<file path="config.mk">
export PLATFORM = sky130hd
export DESIGN_NAME = dot_product_bias_elu_neuron
export DESIGN_NICKNAME = d
export VERILOG_FILES = /design/src/hw/rtl/dpbe_pkg.sv /design/src/hw/rtl/dpbe_mac.sv /design/src/hw/rtl/dpbe_post.sv /design/src/hw/rtl/dot_product_bias_elu_neuron.sv
export SDC_FILE = /design/constraint.sdc
export NUM_CORES = 1
export LEC_CHECK = 0
export BUFFER_PORTS_ARGS = -buffer_cell sky130_fd_sc_hd__buf_2
export CORE_UTILIZATION = 53
export CTS_CLUSTER_DIAMETER = 80
export DETAILED_ROUTE_END_ITERATION = 8
export GPL_ROUTABILITY_DRIVEN = 0
export PLACE_DENSITY = 0.72
export SYNTH_ARGS = -nofsm -noshare
export SYNTH_HDL_FRONTEND = slang
export SYNTH_HIERARCHICAL = 1
export SYNTH_SLANG_ARGS = --single-unit
</file>
<file path="constraint.sdc">
create_clock -name clk -period 6.1 [get_ports clk]
set_input_delay 0.305 -clock clk [delete_from_list [all_inputs] [get_ports clk]]
set_output_delay 0.305 -clock clk [all_outputs]
set_load 0.01 [all_outputs]
</file>
<file path="src/hw/rtl/dpbe_pkg.sv">
// Shared constants and table-building functions for the dot-product ELU neuron.
package dpbe_pkg;

    localparam int ACC_WIDTH_DEFAULT   = 48;
    localparam int ELU_ENTRIES_DEFAULT = 256;

    localparam int DATA_W  = 16;        // activation, weight, bias, result
    localparam int PROD_W  = 2 * DATA_W;
    localparam int BIAS_SHIFT = 12;     // Q7.8 -> Q.20
    localparam int ROUND_SHIFT = 12;    // Q.20 -> Q7.8
    localparam int ELU_MAG_W = 23;      // 8.0 in Q.20 is 2^23
    localparam int Q30_SHIFT = 30;

    localparam logic signed [DATA_W-1:0] RES_MAX     = 16'sh7fff;
    localparam logic signed [DATA_W-1:0] RES_MIN     = 16'sh8000;
    localparam logic signed [DATA_W-1:0] ELU_NEG_ONE = 16'shff00;

    // Entry idx: exp(-idx*h) - 1 in Q7.8, powers rounded half up in Q.30
    function automatic logic signed [DATA_W-1:0] elu_entry(longint unsigned base, int idx);
        longint unsigned p;
        longint          e;
        p = longint'(1) << Q30_SHIFT;
        for (int i = 0; i < idx; i++) begin
            p = (p * base + (longint'(1) << 29)) >> Q30_SHIFT;
        end
        e = longint'((p + (longint'(1) << 21)) >> 22) - 256;
        return DATA_W'(e);
    endfunction

endpackage

</file>
<file path="src/hw/rtl/dpbe_mac.sv">
// Input register, multiplier, bias alignment and accumulator stages.
module dpbe_mac #(
    parameter int ACC_WIDTH = dpbe_pkg::ACC_WIDTH_DEFAULT
) (
    input  logic                                clk,
    input  logic                                rst_n,
    input  logic                                in_valid,
    output logic                                in_ready,
    input  logic signed [dpbe_pkg::DATA_W-1:0]  in_activation,
    input  logic signed [dpbe_pkg::DATA_W-1:0]  in_weight,
    input  logic signed [dpbe_pkg::DATA_W-1:0]  in_bias,
    input  logic                                in_last,
    output logic                                sum_valid,
    input  logic                                sum_ready,
    output logic signed [ACC_WIDTH-1:0]         sum_value
);

    // stage 1: input word
    logic                               s1_valid_reg;
    logic signed [dpbe_pkg::DATA_W-1:0] s1_act_reg;
    logic signed [dpbe_pkg::DATA_W-1:0] s1_wgt_reg;
    logic signed [dpbe_pkg::DATA_W-1:0] s1_bias_reg;
    logic                               s1_last_reg;

    // stage 2: product
    logic                               s2_valid_reg;
    logic signed [dpbe_pkg::PROD_W-1:0] s2_prod_reg;
    logic signed [dpbe_pkg::DATA_W-1:0] s2_bias_reg;
    logic                               s2_last_reg;
    logic signed [dpbe_pkg::PROD_W-1:0] prod_next;

    // stage 3: term to accumulate
    logic                               s3_valid_reg;
    logic signed [ACC_WIDTH-1:0]        s3_term_reg;
    logic                               s3_last_reg;
    logic signed [ACC_WIDTH-1:0]        term_next;

    logic signed [ACC_WIDTH-1:0]        acc_reg;
    logic signed [ACC_WIDTH-1:0]        acc_next;
    logic                               sum_valid_reg;
    logic signed [ACC_WIDTH-1:0]        sum_reg;

    logic sum_free;
    logic s3_go;
    logic s3_free;
    logic s2_free;

    assign sum_free = !sum_valid_reg || sum_ready;
    // a non-last term only folds into the accumulator, it never waits
    assign s3_go    = s3_valid_reg && (!s3_last_reg || sum_free);
    assign s3_free  = !s3_valid_reg || s3_go;
    assign s2_free  = !s2_valid_reg || s3_free;
    assign in_ready = !s1_valid_reg || s2_free;

    assign prod_next = s1_act_reg * s1_wgt_reg;
    assign term_next = ACC_WIDTH'(s2_prod_reg)
                     + (s2_last_reg ? (ACC_WIDTH'(s2_bias_reg) <<< dpbe_pkg::BIAS_SHIFT)
                                    : ACC_WIDTH'(0));
    assign acc_next  = acc_reg + s3_term_reg;

    always_ff @(posedge clk or negedge rst_n)
    begin
        if (!rst_n)
        begin
            s1_valid_reg  <= 1'b0;
            s2_valid_reg  <= 1'b0;
            s3_valid_reg  <= 1'b0;
            sum_valid_reg <= 1'b0;
            acc_reg       <= '0;
        end
        else
        begin
            if (in_ready)
                s1_valid_reg <= in_valid;
            if (s2_free)
                s2_valid_reg <= s1_valid_reg;
            if (s3_free)
                s3_valid_reg <= s2_valid_reg;
            if (sum_free)
                sum_valid_reg <= s3_go && s3_last_reg;
            if (s3_go)
                acc_reg <= s3_last_reg ? '0 : acc_next;
        end
    end

    always_ff @(posedge clk)
    begin
        if (in_valid && in_ready)
        begin
            s1_act_reg  <= in_activation;
            s1_wgt_reg  <= in_weight;
            s1_bias_reg <= in_bias;
            s1_last_reg <= in_last;
        end
        if (s1_valid_reg && s2_free)
        begin
            s2_prod_reg <= prod_next;
            s2_bias_reg <= s1_bias_reg;
            s2_last_reg <= s1_last_reg;
        end
        if (s2_valid_reg && s3_free)
        begin
            s3_term_reg <= term_next;
            s3_last_reg <= s2_last_reg;
        end
        if (s3_go && s3_last_reg)
            sum_reg <= acc_next;
    end

    assign sum_valid = sum_valid_reg;
    assign sum_value = sum_reg;

endmodule

</file>
<file path="src/hw/rtl/dpbe_post.sv">
// ELU table lookup, rounding to Q7.8, saturation and the output register.
module dpbe_post #(
    parameter int ACC_WIDTH         = dpbe_pkg::ACC_WIDTH_DEFAULT,
    parameter int ELU_TABLE_ENTRIES = dpbe_pkg::ELU_ENTRIES_DEFAULT
) (
    input  logic                                clk,
    input  logic                                rst_n,
    input  logic                                act_enable,
    input  logic                                sum_valid,
    output logic                                sum_ready,
    input  logic signed [ACC_WIDTH-1:0]         sum_value,
    output logic                                out_valid,
    input  logic                                out_ready,
    output logic signed [dpbe_pkg::DATA_W-1:0]  out_result,
    output logic                                out_saturated
);

    localparam int MAG_W = dpbe_pkg::ELU_MAG_W;
    localparam int CNT_W = $clog2(ELU_TABLE_ENTRIES + 1);
    localparam int IDX_W = $clog2(ELU_TABLE_ENTRIES);
    localparam int SCL_W = MAG_W + CNT_W;
    localparam int RND_W = ACC_WIDTH + 1 - dpbe_pkg::ROUND_SHIFT;
    localparam int RES_W = dpbe_pkg::DATA_W;
    localparam int QS    = dpbe_pkg::Q30_SHIFT;
    localparam longint unsigned ELU_STEP = (64'd8 << 30) / ELU_TABLE_ENTRIES;

    // exp(-h) in Q.30 from a 20-term Taylor series with truncating products
    localparam longint unsigned Q30_ONE = 64'd1 << QS;
    localparam longint unsigned ELU_T1  = ((Q30_ONE * ELU_STEP) >> QS) / 1;
    localparam longint unsigned ELU_T2  = ((ELU_T1  * ELU_STEP) >> QS) / 2;
    localparam longint unsigned ELU_T3  = ((ELU_T2  * ELU_STEP) >> QS) / 3;
    localparam longint unsigned ELU_T4  = ((ELU_T3  * ELU_STEP) >> QS) / 4;
    localparam longint unsigned ELU_T5  = ((ELU_T4  * ELU_STEP) >> QS) / 5;
    localparam longint unsigned ELU_T6  = ((ELU_T5  * ELU_STEP) >> QS) / 6;
    localparam longint unsigned ELU_T7  = ((ELU_T6  * ELU_STEP) >> QS) / 7;
    localparam longint unsigned ELU_T8  = ((ELU_T7  * ELU_STEP) >> QS) / 8;
    localparam longint unsigned ELU_T9  = ((ELU_T8  * ELU_STEP) >> QS) / 9;
    localparam longint unsigned ELU_T10 = ((ELU_T9  * ELU_STEP) >> QS) / 10;
    localparam longint unsigned ELU_T11 = ((ELU_T10 * ELU_STEP) >> QS) / 11;
    localparam longint unsigned ELU_T12 = ((ELU_T11 * ELU_STEP) >> QS) / 12;
    localparam longint unsigned ELU_T13 = ((ELU_T12 * ELU_STEP) >> QS) / 13;
    localparam longint unsigned ELU_T14 = ((ELU_T13 * ELU_STEP) >> QS) / 14;
    localparam longint unsigned ELU_T15 = ((ELU_T14 * ELU_STEP) >> QS) / 15;
    localparam longint unsigned ELU_T16 = ((ELU_T15 * ELU_STEP) >> QS) / 16;
    localparam longint unsigned ELU_T17 = ((ELU_T16 * ELU_STEP) >> QS) / 17;
    localparam longint unsigned ELU_T18 = ((ELU_T17 * ELU_STEP) >> QS) / 18;
    localparam longint unsigned ELU_T19 = ((ELU_T18 * ELU_STEP) >> QS) / 19;
    localparam longint unsigned ELU_T20 = ((ELU_T19 * ELU_STEP) >> QS) / 20;
    localparam longint ELU_SUM = longint'(Q30_ONE)
        - longint'(ELU_T1)  + longint'(ELU_T2)  - longint'(ELU_T3)  + longint'(ELU_T4)
        - longint'(ELU_T5)  + longint'(ELU_T6)  - longint'(ELU_T7)  + longint'(ELU_T8)
        - longint'(ELU_T9)  + longint'(ELU_T10) - longint'(ELU_T11) + longint'(ELU_T12)
        - longint'(ELU_T13) + longint'(ELU_T14) - longint'(ELU_T15) + longint'(ELU_T16)
        - longint'(ELU_T17) + longint'(ELU_T18) - longint'(ELU_T19) + longint'(ELU_T20);
    localparam longint unsigned ELU_BASE = (ELU_SUM < 0) ? 64'd0 : 64'(ELU_SUM);
    localparam logic signed [ACC_WIDTH-1:0] ELU_FLOOR = ACC_WIDTH'(-(64'sd1 <<< MAG_W));

    logic signed [RES_W-1:0] elu_rom [ELU_TABLE_ENTRIES];

    for (genvar gi = 0; gi < ELU_TABLE_ENTRIES; gi++)
    begin : g_rom
        localparam logic signed [RES_W-1:0] ENTRY = dpbe_pkg::elu_entry(ELU_BASE, gi);
        assign elu_rom[gi] = ENTRY;
    end

    logic signed [ACC_WIDTH-1:0] neg_sum;
    logic [MAG_W-1:0]            mag;
    logic [SCL_W-1:0]            scaled;
    logic [CNT_W-1:0]            idx_raw;
    logic [IDX_W-1:0]            idx;
    logic                        below_range;
    logic                        non_positive;
    logic signed [ACC_WIDTH:0]   biased;
    logic signed [RND_W-1:0]     rounded;
    logic                        sat_hi;
    logic                        sat_lo;
    logic signed [RES_W-1:0]     result_next;
    logic                        sat_next;

    logic                        out_valid_reg;
    logic signed [RES_W-1:0]     result_reg;
    logic                        sat_reg;

    // ELU index: floor(-x * entries / 8.0)
    assign neg_sum = -sum_value;
    assign mag     = neg_sum[MAG_W-1:0];
    assign scaled  = SCL_W'(mag) * SCL_W'(ELU_TABLE_ENTRIES);
    assign idx_raw = scaled[SCL_W-1:MAG_W];
    assign idx     = (idx_raw >= CNT_W'(ELU_TABLE_ENTRIES)) ? IDX_W'(ELU_TABLE_ENTRIES - 1)
                                                            : idx_raw[IDX_W-1:0];

    assign below_range  = sum_value <= ELU_FLOOR;
    assign non_positive = sum_value[ACC_WIDTH-1] || (sum_value == '0);

    // round half up, then clip to Q7.8
    assign biased  = {sum_value[ACC_WIDTH-1], sum_value}
                   + (ACC_WIDTH+1)'(1 << (dpbe_pkg::ROUND_SHIFT - 1));
    assign rounded = $signed(biased[ACC_WIDTH:dpbe_pkg::ROUND_SHIFT]);
    assign sat_hi  = !rounded[RND_W-1] && (rounded[RND_W-1:RES_W-1] != '0);
    assign sat_lo  = rounded[RND_W-1] && (rounded[RND_W-1:RES_W-1] != '1);

    always_comb
    begin
        sat_next = 1'b0;
        if (act_enable && non_positive)
        begin
            result_next = below_range ? dpbe_pkg::ELU_NEG_ONE : elu_rom[idx];
        end
        else if (sat_hi)
        begin
            result_next = dpbe_pkg::RES_MAX;
            sat_next    = 1'b1;
        end
        else if (sat_lo)
        begin
            result_next = dpbe_pkg::RES_MIN;
            sat_next    = 1'b1;
        end
        else
        begin
            result_next = rounded[RES_W-1:0];
        end
    end

    assign sum_ready = !out_valid_reg || out_ready;

    always_ff @(posedge clk or negedge rst_n)
    begin
        if (!rst_n)
            out_valid_reg <= 1'b0;
        else if (sum_ready)
            out_valid_reg <= sum_valid;
    end

    always_ff @(posedge clk)
    begin
        if (sum_valid && sum_ready)
        begin
            result_reg <= result_next;
            sat_reg    <= sat_next;
        end
    end

    assign out_valid     = out_valid_reg;
    assign out_result    = result_reg;
    assign out_saturated = sat_reg;

endmodule

</file>
<file path="src/hw/rtl/dot_product_bias_elu_neuron.sv">
// Top level of the multiply-accumulate neuron with bias, optional ELU and Q7.8 output.
//
// Usage:
//   Stream one activation/weight pair per word on the s_axis channel; tdata
//   carries activation (Q7.8), weight (Q3.12) and bias (Q7.8), tlast closes
//   the dot product. Only the closing word's bias is used. Words without
//   tlast produce nothing on the output; each closing word produces one
//   m_axis word: the Q7.8 neuron result in tdata and the saturation flag in
//   tuser. The accumulator clears after every closing word.
//   cfg_we/cfg_wdata write activation_enable (1 = ELU, 0 = bypass); write it
//   only while no dot product is in flight.
// Timing:
//   One word accepted per cycle while the output is taken. A closing word
//   passes the input register, 16x16 multiplier, bias alignment add,
//   accumulator add, then ELU/round/saturate into the output register.
// Reset: empties the pipeline, clears the accumulator, sets activation_enable.
// Stall: a held output word keeps its value; words keep entering until the
//   pipeline stages behind the output register fill, then s_axis_tready drops.
module dot_product_bias_elu_neuron #(
    parameter int ACC_WIDTH         = dpbe_pkg::ACC_WIDTH_DEFAULT,
    parameter int ELU_TABLE_ENTRIES = dpbe_pkg::ELU_ENTRIES_DEFAULT
) (
    input  logic        clk,
    input  logic        rst_n,
    input  logic        cfg_we,
    input  logic        cfg_wdata,       // activation_enable
    input  logic        s_axis_tvalid,
    output logic        s_axis_tready,
    input  logic [47:0] s_axis_tdata,    // activation[15:0], weight[31:16], bias[47:32]
    input  logic        s_axis_tlast,    // last_term
    output logic        m_axis_tvalid,
    input  logic        m_axis_tready,
    output logic [15:0] m_axis_tdata,    // result[15:0]
    output logic        m_axis_tuser     // saturated
);

    logic                               act_enable_reg;
    logic                               sum_valid;
    logic                               sum_ready;
    logic signed [ACC_WIDTH-1:0]        sum_value;
    logic signed [dpbe_pkg::DATA_W-1:0] result;

    // hold the activation mode; reset selects ELU
    always_ff @(posedge clk or negedge rst_n)
    begin
        if (!rst_n)
            act_enable_reg <= 1'b1;
        else if (cfg_we)
            act_enable_reg <= cfg_wdata;
    end

    // multiply and accumulate; one biased sum leaves per closing word
    dpbe_mac #(
        .ACC_WIDTH (ACC_WIDTH)
    ) u_mac (
        .clk           (clk),
        .rst_n         (rst_n),
        .in_valid      (s_axis_tvalid),
        .in_ready      (s_axis_tready),
        .in_activation ($signed(s_axis_tdata[15:0])),
        .in_weight     ($signed(s_axis_tdata[31:16])),
        .in_bias       ($signed(s_axis_tdata[47:32])),
        .in_last       (s_axis_tlast),
        .sum_valid     (sum_valid),
        .sum_ready     (sum_ready),
        .sum_value     (sum_value)
    );

    // apply ELU or round/saturate, then drive the output register
    dpbe_post #(
        .ACC_WIDTH         (ACC_WIDTH),
        .ELU_TABLE_ENTRIES (ELU_TABLE_ENTRIES)
    ) u_post (
        .clk           (clk),
        .rst_n         (rst_n),
        .act_enable    (act_enable_reg),
        .sum_valid     (sum_valid),
        .sum_ready     (sum_ready),
        .sum_value     (sum_value),
        .out_valid     (m_axis_tvalid),
        .out_ready     (m_axis_tready),
        .out_result    (result),
        .out_saturated (m_axis_tuser)
    );

    assign m_axis_tdata = result;

endmodule

</file>
==> impl_results.md <==
- Fin util: 62.20%
- GRT Residual Overflow: 0
- Number of synthesized flops with an enable pin: 212
- Final setup viols: 2
- Largest net degree at the start of global routing: 55
- DR pass1 iterations: 6
- Stages on the worst setup path: 22
- Synthesized area per cell: 10.16 um^2
- Most common cell after layout, fill and taps aside: inv_1
- Clk buf depth: 3
- Main area contributors after synthesis: edfxtp_1 (26%), fa_1 (21%), ha_1 (8.1%)
- Max Fanout on Critical Path: 8
- Synth warnings: 6
- Max-cap check violation count: 0
- Async set-reset flop share out of synthesis: 20.30%
- Final setup TNS: -0.06874 ns
- Crit start category: flip-flop
- Nets: 3109
- Setup CP Type: flip-flop to flip-flop
- Fillers: 3543
- Worst path cell trace: and2_1 -> fa_1 -> inv_1 -> fa_1 -> fa_1 -> inv_1 -> fa_1 -> fa_1 -> inv_1 -> fa_1 -> inv_1 -> ha_4 -> nand3_2 -> a211oi_2 -> a2111o_1 -> a31o_4 -> nand3_4 -> a31oi_4 -> nor3_2 -> o21bai_1 -> a21oi_2 -> xnor2_1
- FF-to-FF Start: u_mac/s1_wgt_reg[4]
- Synth area leader: edfxtp_1
- Simple-gate share of the synthesized area: 14.13%
- Critical Path Source: u_mac/s1_wgt_reg[4]
- Layout cells sized above 1: 14.59%
- Initial Util: 54.09%
- Post-layout min period: 6.155 ns
- Core area: 45770 um^2
- Syn_nets: 2917
- Antenna violations before repair: 0
- Clock Sinks: 266
- Port bufs: 73
- Num rows: 78
- DR vias: 18670
- Fmax achieved: 162.5 MHz
- Ant. Diodes: 0
- Final setup margin: -0.05549 ns
- Ports: 74
- Outcome: finished with violations
- P&R area growth vs syn: 14.98%
- Detailed-route wire length: 56.91 mm
- Hpwl dp: 42.90 mm
- Synth Area in Compound Gates: 13.39%
- Vias/cell: 5.740
- Htree depth: 1
- Die H: 218.1 um
- Worst EP required: 6.44 ns
- CTS tree: done
- Clk pin slew, worst setup/hold paths: 0.06 ns
- Die area: 47590 um^2
- CTS root buf: clkbuf_16
- Remaining DRCs: 0
- Main combinational cell family by area after synthesis: adder cells
- Synth cell types: 95
- Fin Clk Skew: 0.03866 ns
- Die X: 218.1 um
- Worst hold path type: input port to async pin
- CP endpoint kind: flip-flop
- DRT antenna net count: 0
- WP buf/inv: 4
- Mux contribution to synthesized area: 0.2223%
- Synth Cell Area: 24760 um^2
- Adder-Cell Fraction of Synth Area: 29.48%
- Vias in the first global route: 19230
- Most common cell on crit path: fa_1
- Synth Register Bits: 266
- First-pass GRT wire length: 94.89 mm
- Slowest library cell on the worst path: fa_1
- Iter 0 DRT Violations: 1975
- Most frequent cells in the layout: inv_1 (334), fa_1 (259), edfxtp_1 (212), nand2_1 (209), ha_1 (147)
- Worst skew pair latency: 0.60 ns
- Hold Vio Cnt, Final: 0
- Tightest Pin Transition: 1.253 ns
- Rel. slew slack: 15.90%
- Synth Area in XOR/XNOR: 4.497%
- Sequential share of the synthesized area: 31.17%
- Final max-slew violation count: 0
- Post-DP Area: 26420 um^2
- Pre-CTS setup slack: -0.3681 ns
- Num CTS Buffers: 30
- Ys flop type: edfxtp_1
- CP top delay family: adder cells
- Slowest stage delay, CP: 0.59 ns
- Total global-route track usage: 24.58%
- Drt wl/cell: 17.50 um
- Period utilization: 100.9%
- R2r worst-path depth: 22
- Worst EP arrival: 6.50 ns
- Share of the synthesized area in the top cell type: 25.71%
- Synth Instances: 2437
- Design Area, Final: 28470 um^2
- Failing checks: negative setup slack
- RSZ-0062 raised after global routing: true
-- cell type report --
class / instances / area [um^2] / area share [%]
clock inverter: 19 / 226.5 / 0.7955
tap: 600 / 750.7 / 2.637
clock buffer: 36 / 783.3 / 2.751
multi-input combinational: 1710 / 15640 / 54.94
inverter: 354 / 1329 / 4.667
sequential: 266 / 7719 / 27.11
timing repair buffer: 267 / 2022 / 7.102
-- cell families after synthesis --
| kind of cell | Yosys count |
|---|---|
| xor+xnor | 125 |
| mux | 5 |
| buf+inv | 461 |
| simple gates | 687 |
| fa+ha+maj | 425 |
| compound gates | 468 |
| flops | 266 |
-- tightest hold or removal path, delay by kind of cell --
family	cells	cell delay [ns]
buffers and inverters	3	1.17
-- synth_stat cells, drive strengths merged, types with 43 or more instances --
library cell / n
xnor2: 87
fa: 264
edfxtp: 212
o21ai: 73
a22o: 43
ha: 161
inv: 354
a21o: 52
a21oi: 98
clkbuf: 89
nor2: 109
and2: 155
nand2: 212
dfrtp: 53
-- stage by stage --
step	instances	hold WS, ns
2_1_floorplan	2437	0.009409
3_3_place_gp	3119	0.4046
3_5_place_dp	3119	0.4045
4_1_cts	3242	0.3997
5_1_grt	3252	0.4232
6_report	3252	0.3685
-- repair_timing --
action / 4_1_cts / 5_1_grt
hold buffers: 54 / 0
endpoints found under the setup margin: 10 / 13
buffers inserted: 14 / 10
resized for setup: 39 / 52
pin swaps: 50 / 61
hold endpoints to repair: 105 / 0
-- routing by layer --
metal	vias up	routed length, um	global-route usage [%]
met2	764	28340	43.44
met5	-	0	0
met3	151	3373	3.076
li1	8672	-	-
met4	0	1668	7.716
met1	9078	23540	31.26
-- final timing paths --
kind / to / slack (ns)
worst max-delay path: u_mac/s2_prod_reg[31] / -0.06
worst min-delay path: u_mac/acc_reg[42] / 0.37
worst max register to register: u_mac/s2_prod_reg[31] / -0.06
worst min register to register: u_mac/s3_term_reg[3] / 0.41
max in group asynchronous: u_mac/acc_reg[15] / 5.17
min in group clk: u_mac/s3_term_reg[3] / 0.41
Power is left out: the tool's default activity adds up to more than one toggle a clock period on the data nets, which glitch-free logic cannot reach.
